**config.mk**
```make
export PLATFORM = sky130hd
export DESIGN_NAME = tap_tempo_estimator_core
export DESIGN_NICKNAME = d
export VERILOG_FILES = /design/src/design/tte_pkg.sv /design/src/design/tte_div.sv /design/src/design/tap_tempo_estimator_core.sv
export SDC_FILE = /design/constraint.sdc
export NUM_CORES = 1
export LEC_CHECK = 0
export BUFFER_PORTS_ARGS = -buffer_cell sky130_fd_sc_hd__buf_2
export CAP_MARGIN = 10
export CORE_ASPECT_RATIO = 1.4
export CORE_MARGIN = 10
export CORE_UTILIZATION = 26
export CTS_BUF_LIST = sky130_fd_sc_hd__clkbuf_16
export CTS_CLUSTER_DIAMETER = 60
export DETAILED_ROUTE_END_ITERATION = 8
export GPL_TIMING_DRIVEN = 0
export MAX_ROUTING_LAYER = met4
export PLACE_DENSITY = 0.5
export SLEW_MARGIN = 20
export SYNTH_ARGS = -nofsm -noshare
export SYNTH_HDL_FRONTEND = slang
export SYNTH_SLANG_ARGS = --single-unit
export TNS_END_PERCENT = 30
```
**constraint.sdc**
```tcl
create_clock -name clk -period 10.9 [get_ports clk]
set_clock_uncertainty 0.2 [all_clocks]
set_input_delay 1.635 -clock clk [delete_from_list [all_inputs] [get_ports clk]]
set_output_delay 1.635 -clock clk [all_outputs]
set_load 0.005 [all_outputs]
```
**src/design/tte_pkg.sv**
```systemverilog
// Shared constants and types for the tap tempo estimator.
`timescale 1ns / 1ps

package tte_pkg;

  localparam int WINDOW_TAPS = 4;
  localparam int TIME_BITS   = 32;
  localparam int TAP_W       = 32;
  localparam int TEMPO_W     = 16;
  localparam int USED_W      = 3;
  localparam int CFG_W       = 32;
  localparam int CFG_IDX_W   = 2;

  localparam int CNT_W       = $clog2(WINDOW_TAPS + 1);
  localparam int WIN_IDX_W   = $clog2(WINDOW_TAPS);

  // Wide enough for 600000000 * (WINDOW_TAPS - 1) and for any span.
  localparam int DIV_W       = (TIME_BITS > 34) ? TIME_BITS : 34;
  localparam int DIV_CNT_W   = $clog2(DIV_W);

  localparam logic [DIV_W-1:0] TENTHS_PER_MIN_US = DIV_W'(600000000);

  localparam logic [CFG_IDX_W-1:0] REG_TAP_TIMEOUT = 2'd0;
  localparam logic [CFG_IDX_W-1:0] REG_MIN_TEMPO   = 2'd1;
  localparam logic [CFG_IDX_W-1:0] REG_MAX_TEMPO   = 2'd2;

  localparam logic [TIME_BITS-1:0] TIMEOUT_RESET = TIME_BITS'(2000000);
  localparam logic [TEMPO_W-1:0]   MIN_RESET     = TEMPO_W'(200);
  localparam logic [TEMPO_W-1:0]   MAX_RESET     = TEMPO_W'(3000);

  typedef enum logic [1:0] {
    ST_IDLE,
    ST_DIV,
    ST_DONE
  } tte_state_t;

  typedef struct packed {
    logic             start;
    logic [DIV_W-1:0] dividend;
    logic [DIV_W-1:0] divisor;
  } tte_div_req_t;

  typedef struct packed {
    logic             busy;
    logic             done;
    logic [DIV_W-1:0] quotient;
  } tte_div_rsp_t;

endpackage

```
**src/design/tte_div.sv**
```systemverilog
// Restoring serial divider: one quotient bit per cycle through a shared subtractor.
`timescale 1ns / 1ps

module tte_div
  import tte_pkg::*;
(
  input  logic         clk,
  input  logic         rst_n,
  input  tte_div_req_t req,
  output tte_div_rsp_t rsp
);

  logic [DIV_W-1:0]     rem_r, rem_nxt;
  logic [DIV_W-1:0]     quo_r, quo_nxt;
  logic [DIV_W-1:0]     dvs_r;
  logic [DIV_CNT_W-1:0] cnt_r;
  logic                 busy_r;
  logic                 done_r;

  logic [DIV_W:0]       shifted;
  logic [DIV_W:0]       diff;
  logic                 ge;

  always_comb begin
    shifted = {rem_r, quo_r[DIV_W-1]};
    diff    = shifted - {1'b0, dvs_r};
    ge      = (shifted >= {1'b0, dvs_r});
    // The partial remainder stays below the divisor, so DIV_W bits hold it.
    rem_nxt = ge ? diff[DIV_W-1:0] : shifted[DIV_W-1:0];
    quo_nxt = {quo_r[DIV_W-2:0], ge};
  end

  always_ff @(posedge clk) begin
    if (!rst_n) begin
      busy_r <= 1'b0;
      done_r <= 1'b0;
      cnt_r  <= '0;
    end else begin
      done_r <= 1'b0;
      if (req.start) begin
        busy_r <= 1'b1;
        cnt_r  <= DIV_CNT_W'(DIV_W - 1);
      end else if (busy_r) begin
        cnt_r <= cnt_r - 1'b1;
        if (cnt_r == '0) begin
          busy_r <= 1'b0;
          done_r <= 1'b1;
        end
      end
    end
  end

  always_ff @(posedge clk) begin
    if (req.start) begin
      rem_r <= '0;
      quo_r <= req.dividend;
      dvs_r <= req.divisor;
    end else if (busy_r) begin
      rem_r <= rem_nxt;
      quo_r <= quo_nxt;
    end
  end

  assign rsp.busy     = busy_r;
  assign rsp.done     = done_r;
  assign rsp.quotient = quo_r;

endmodule

```
**src/design/tap_tempo_estimator_core.sv**
```systemverilog
// Tap tempo estimator top level: tap window, sequencer, clamp and output register.
//
//  Channel  Direction  Handshake                  Payload
//  in_      slave      in_tvalid / in_tready      tap_time_us
//  out_     master     out_tvalid / out_tready    tempo_tenths, taps_used
//  cfg_     write      cfg_we                     cfg_index, cfg_wdata
//
// A tap that yields no result leaves in_ ready for the next tap. A tap that yields a
// result goes through the serial divider, which retires one quotient bit per cycle;
// a zero span skips the divider and goes straight to the output register.
// Reset is synchronous and active low; it empties the window and restores the
// register defaults. The result sits in an output register, so a stalled out_
// side holds the block only once a second result is ready to be written.
`timescale 1ns / 1ps

module tap_tempo_estimator_core
  import tte_pkg::*;
(
  input  logic                 clk,
  input  logic                 rst_n,
  input  logic                 in_tvalid,
  output logic                 in_tready,
  input  logic [31:0]          in_tdata,    // [31:0] tap_time_us
  output logic                 out_tvalid,
  input  logic                 out_tready,
  output logic [23:0]          out_tdata,   // [15:0] tempo_tenths, [18:16] taps_used
  input  logic                 cfg_we,
  input  logic [CFG_IDX_W-1:0] cfg_index,
  input  logic [CFG_W-1:0]     cfg_wdata
);

  tte_state_t state_r, state_nxt;

  logic [TIME_BITS-1:0] timeout_r;
  logic [TEMPO_W-1:0]   min_r;
  logic [TEMPO_W-1:0]   max_r;

  logic [TIME_BITS-1:0] win_r [WINDOW_TAPS];
  logic [TIME_BITS-1:0] last_r;
  logic [CNT_W-1:0]     held_r, held_nxt;
  logic                 zero_span_r;
  logic [USED_W-1:0]    used_r;

  logic                 out_tvalid_r;
  logic [TEMPO_W-1:0]   out_tempo_r;
  logic [USED_W-1:0]    out_used_r;

  logic                 accept;
  logic [TIME_BITS-1:0] now;
  logic [TIME_BITS-1:0] gap;
  logic                 drop;
  logic                 full;
  logic [TIME_BITS-1:0] oldest;
  logic [TIME_BITS-1:0] span;
  logic                 want_result;
  logic [CNT_W-1:0]     n_minus1;
  logic [DIV_W-1:0]     numerator;
  logic                 out_free;
  logic [TEMPO_W-1:0]   tempo;

  tte_div_req_t div_req;
  tte_div_rsp_t div_rsp;

  tte_div u_div (
    .clk   (clk),
    .rst_n (rst_n),
    .req   (div_req),
    .rsp   (div_rsp)
  );

  assign in_tready = (state_r == ST_IDLE);
  assign accept    = in_tvalid && in_tready;
  assign now       = TIME_BITS'(in_tdata);

  always_comb begin
    gap  = now - last_r;
    drop = (held_r == '0) || (gap > timeout_r);
    full = (held_r == CNT_W'(WINDOW_TAPS));
    if (drop) begin
      held_nxt = CNT_W'(1);
      oldest   = now;
    end else if (full) begin
      held_nxt = held_r;
      oldest   = win_r[1];
    end else begin
      held_nxt = held_r + CNT_W'(1);
      oldest   = win_r[0];
    end
    span        = now - oldest;
    want_result = (held_nxt >= CNT_W'(2));
    n_minus1    = held_nxt - CNT_W'(1);
    numerator   = DIV_W'(TENTHS_PER_MIN_US * n_minus1);
  end

  always_comb begin
    div_req.start    = accept && want_result && (span != '0);
    div_req.dividend = numerator;
    div_req.divisor  = DIV_W'(span);
  end

  // Clamp: if the limits cross, a quotient under min_r gives min_r, else max_r.
  always_comb begin
    if (zero_span_r) begin
      tempo = max_r;
    end else if (div_rsp.quotient < DIV_W'(min_r)) begin
      tempo = min_r;
    end else if (div_rsp.quotient > DIV_W'(max_r)) begin
      tempo = max_r;
    end else begin
      tempo = div_rsp.quotient[TEMPO_W-1:0];
    end
  end

  assign out_free = !out_tvalid_r || out_tready;

  always_comb begin
    state_nxt = state_r;
    case (state_r)
      ST_IDLE: begin
        if (accept && want_result) begin
          state_nxt = (span == '0) ? ST_DONE : ST_DIV;
        end
      end
      ST_DIV: begin
        if (div_rsp.done) begin
          state_nxt = ST_DONE;
        end
      end
      ST_DONE: begin
        if (out_free) begin
          state_nxt = ST_IDLE;
        end
      end
      default: begin
        state_nxt = ST_IDLE;
      end
    endcase
  end

  always_ff @(posedge clk) begin
    if (!rst_n) begin
      state_r <= ST_IDLE;
    end else begin
      state_r <= state_nxt;
    end
  end

  always_ff @(posedge clk) begin
    if (!rst_n) begin
      timeout_r <= TIMEOUT_RESET;
      min_r     <= MIN_RESET;
      max_r     <= MAX_RESET;
    end else if (cfg_we) begin
      case (cfg_index)
        REG_TAP_TIMEOUT: timeout_r <= TIME_BITS'(cfg_wdata);
        REG_MIN_TEMPO:   min_r     <= cfg_wdata[TEMPO_W-1:0];
        REG_MAX_TEMPO:   max_r     <= cfg_wdata[TEMPO_W-1:0];
        default: begin
        end
      endcase
    end
  end

  always_ff @(posedge clk) begin
    if (!rst_n) begin
      held_r <= '0;
    end else if (accept) begin
      held_r <= held_nxt;
    end
  end

  // Window payload: the oldest tap always sits in entry zero.
  always_ff @(posedge clk) begin
    if (accept) begin
      last_r      <= now;
      zero_span_r <= (span == '0);
      used_r      <= USED_W'(held_nxt);
      if (drop) begin
        win_r[0] <= now;
      end else if (full) begin
        for (int i = 0; i < WINDOW_TAPS - 1; i++) begin
          win_r[i] <= win_r[i+1];
        end
        win_r[WINDOW_TAPS-1] <= now;
      end else begin
        win_r[held_r[WIN_IDX_W-1:0]] <= now;
      end
    end
  end

  always_ff @(posedge clk) begin
    if (!rst_n) begin
      out_tvalid_r <= 1'b0;
    end else if (state_r == ST_DONE && out_free) begin
      out_tvalid_r <= 1'b1;
    end else if (out_tready) begin
      out_tvalid_r <= 1'b0;
    end
  end

  always_ff @(posedge clk) begin
    if (state_r == ST_DONE && out_free) begin
      out_tempo_r <= tempo;
      out_used_r  <= used_r;
    end
  end

  assign out_tvalid = out_tvalid_r;
  assign out_tdata  = {5'b0, out_used_r, out_tempo_r};

  a_idle_div_quiet: assert property (@(posedge clk) disable iff (!rst_n)
    in_tready |-> !div_rsp.busy)
    else $error("divider busy while accepting taps");

  a_held_bound: assert property (@(posedge clk) disable iff (!rst_n)
    held_r <= CNT_W'(WINDOW_TAPS))
    else $error("tap count beyond window size");

  a_done_in_div: assert property (@(posedge clk) disable iff (!rst_n)
    div_rsp.done |-> (state_r == ST_DIV))
    else $error("divider finished outside of a division");

  a_result_taps: assert property (@(posedge clk) disable iff (!rst_n)
    out_tvalid_r |-> (out_used_r >= USED_W'(2)))
    else $error("result beat with fewer than two taps");

  a_busy_after_tap: assert property (@(posedge clk) disable iff (!rst_n)
    (accept && want_result) |=> !in_tready)
    else $error("ready again right after a tap that needs a result");

endmodule
```
==> flow_summary.ini <==
[sta]
post-route-min-period_ns = 10.54
fmax_ghz = 0.0949
hold_viol = 0
slew_viol_final = 0
setup_viol = 0
tns_ns = 0
rsz0062_at_grt = no
min_period_over_period_pct = 96.7
hold_slack_ns = 0.220
max_slew_margin_pct = 34.1
worstMarginPinSlew_ns = 0.983

[clock_tree]
hold_buffers = 0
cts_root_buf = clkbuf_16
cts_buffers = 40
clk_latency_ns = 0.58
cts_tree = yes
cts_sinks = 361
clock_path_buffers = 3
clkSlewWorstSetupHoldPaths_ns = 0.06
cts.htree.levels = 2

[yosys]
synthCells = 2268
ys.flop_type = edfxtp_1
synth_edf_count = 239
yosysTopAreaCell = edfxtp_1
synth_common_cells = 239 x edfxtp_1, 231 x nand2_1, 181 x inv_1, 172 x ha_1, 137 x nor2_1
ys_seq_area_share_pct = 42.7
ys_top_cells_by_area = edfxtp_1 32%, dfxtp_1 11%, ha_1 9.5%
yosys.area.top_type_share_pct = 31.8
ys_types = 89
ys_ff_latch = 361
synth.most_common_cell = edfxtp_1
synth-async-reset-ratio_pct = 0
yosysWarningCount = 0
synthesis.area_um2 = 22500
postSynthAreaPerCell_um2 = 9.94

[flow_run]
maxCapViolCount = 0

[grt]
overflow = 0
antenna_found_initial = 1
grt_pass1_wl_um = 99400
grt_max_degree = 46
grtUsageTotal_pct = 13.1
grt_pass1_vias = 17300

[worst_hold_path]
hold_depth = 0
min_from = used_r[1]
hold_class = register to register
worstHoldEndpoint = out_used_r[1]

[setup_path]
crit_path_frequent_cell = a21oi_1
reg2reg_to = u_div.quo_r[31]
worstPathRequired_ns = 11.04
r2r-start = last_r[12]
cp_max_fo = 10
reg2reg_slack_ns = 1.31
slowest_delay_ns = 0.65
crit_buf_inv = 6
crit_slowest_cell = or4b_2
cp_top_family = simple AND/OR/NAND/NOR gates
path_class = primary input to register
worstPathArrival_ns = 10.68
crit_path_start_kind = primary input
r2r_cells = 36
cp-end-kind = register

[run_status]
status = completed

[cells_and_area]
syn_to_final_growth_pct = 15.0
drive_above_1_share_pct = 15.1
fin_nets = 2663
fillerInstances = 9048
fin_cells = 3543

[routing]
vias = 17100
post_drt_wl_per_cell_um = 18.0
wirelength_um = 63800
drt_pass1_iterations = 5
drtIter0Drc = 927
remaining_drc_errors = 0
vias_per_cell = 4.82
antenna_left = 0

[floorplan]
die_w_um = 269
row_count = 127
io_pins = 97
die_h_um = 368
initial_core_util_pct = 26.3
dieArea_um2 = 99000
coreArea_um2 = 85800

[placed_design]
io_buffers = 90
dp_hpwl_um = 50400
dp.cells = 3462
globalplace.congestion = 0.872

[power]
vdd_drop_max_mv = 0.119
p_leak_nw = 10.1
power_density_nw_per_um2 = 181
==> timing repair <==
action,in CTS,in global routing
resized for setup,16,14
pin swaps,2,6
buffers inserted,1,6
endpoints found under the setup margin,135,134
==> stage by stage <==
step           util, %  total power [mW]  area [um^2]  setup WS (ns)
2_1_floorplan        -              2.93        22600           1.02
4_1_cts           30.1              4.75        25800         0.0183
3_3_place_gp      28.4              3.32        24400          -2.28
5_1_grt           30.2              5.00        25900        0.00694
3_5_place_dp      28.5              3.33        24500          -2.03
6_report          30.2              4.70        25900          0.359
==> worst max-delay path by stage <==
stage,slack (ns),cells past startpoint,start,endpoint
final,0.36,36,in_tdata[12],u_div.quo_r[31]
after global routing,0.007,39,in_tdata[0],u_div.quo_r[25]
after CTS,0.02,38,in_tdata[0],u_div.dvs_r[7]
after detailed placement,-2.03,38,in_tdata[0],u_div.dvs_r[7]
after global placement,-2.28,37,in_tdata[0],u_div.quo_r[25]
after floorplan,1.02,31,in_tdata[12],u_div.quo_r[10]
==> cell families (layout without fill, tap and decap cells) <==
logic type	count (synthesis)	count (layout)	synth area share, %
adder cells (fa/ha/maj)	177	177	9.99
multiplexers	155	155	7.42
AND/OR/NAND/NOR	628	628	13.4
XOR/XNOR	69	69	2.68
AO/OA/AOI/OAI	598	598	18.9
flip-flops	361	361	42.7
buffers and inverters	279	453	4.94
other	1	6	0.0166
==> where the power goes <==
| group | leakage, nW | switching (mW) | internal (mW) | total [mW] |
|---|---|---|---|---|
| Combinational | 6.23 | 0.947 | 0.672 | 1.62 |
| Clock | 0.648 | 0.602 | 0.774 | 1.38 |
| Sequential | 3.22 | 0.108 | 1.59 | 1.70 |
| Total | 10.1 | 1.66 | 3.04 | 4.70 |
==> layer usage <==
metal	share of wire [%]	routed length [um]	up-vias	track usage (%)
met5	0	0	-	-
met2	53	34000	264	24.0
met4	4.5	2850	0	5.82
met1	40	25400	8062	13.8
met3	2.6	1630	120	1.41
li1	-	-	8646	-
==> cell usage in the layout, fill, tap and decap left out, types with 20 or more instances in the layout <==
master     synthesis  layout
nand3_1           43      43
o22ai_1           36      36
a211oi_2          31      30
ha_1             172     171
clkbuf_1          72      69
nor4_1            22      20
o21a_1            28      28
clkbuf_16          0      40
mux2i_1           59      59
a21boi_0          59      59
xor2_1            27      26
nand4_1           26      26
edfxtp_1         239     239
xnor2_1           42      42
dfxtp_1          122     122
nor2_1           137     137
a21oi_1          122     121
o21ai_0           83      81
nor3_1            29      29
nand2_1          231     229
mux2_2            96      96
nand2b_1          25      24
buf_2              9      97
o211ai_1          40      40
a21o_1            45      45
inv_1            181     181
==> state kept, by name, indices dropped and copies added (netlist names) <==
register and cells:
state_r 2, u_div.rem_r 34, u_div.cnt_r 6, u_div.done_r 1, min_r 16, out_tvalid 1
max_r 16, used_r 3, out_used_r 3, u_div.quo_r 34, out_tempo_r 16, last_r 32
held_r 3, zero_span_r 1, timeout_r 32, win_r 128, u_div.dvs_r 32, u_div.busy_r 1
==> layout make-up <==
cell class | count | area [um^2] | share of cell area [%]
tap | 1096 | 1370 | 5.29
clock buffer | 40 | 1000 | 3.86
inverter | 182 | 689 | 2.66
sequential | 361 | 9620 | 37.1
buffer | 97 | 450 | 1.74
timing repair buffer | 101 | 572 | 2.21
antenna | 1 | 2.50 | 0.00965
multi-input combinational | 1632 | 11900 | 46.0
clock inverter | 33 | 295 | 1.14
Note: power is estimated with default switching activity, not from simulation.
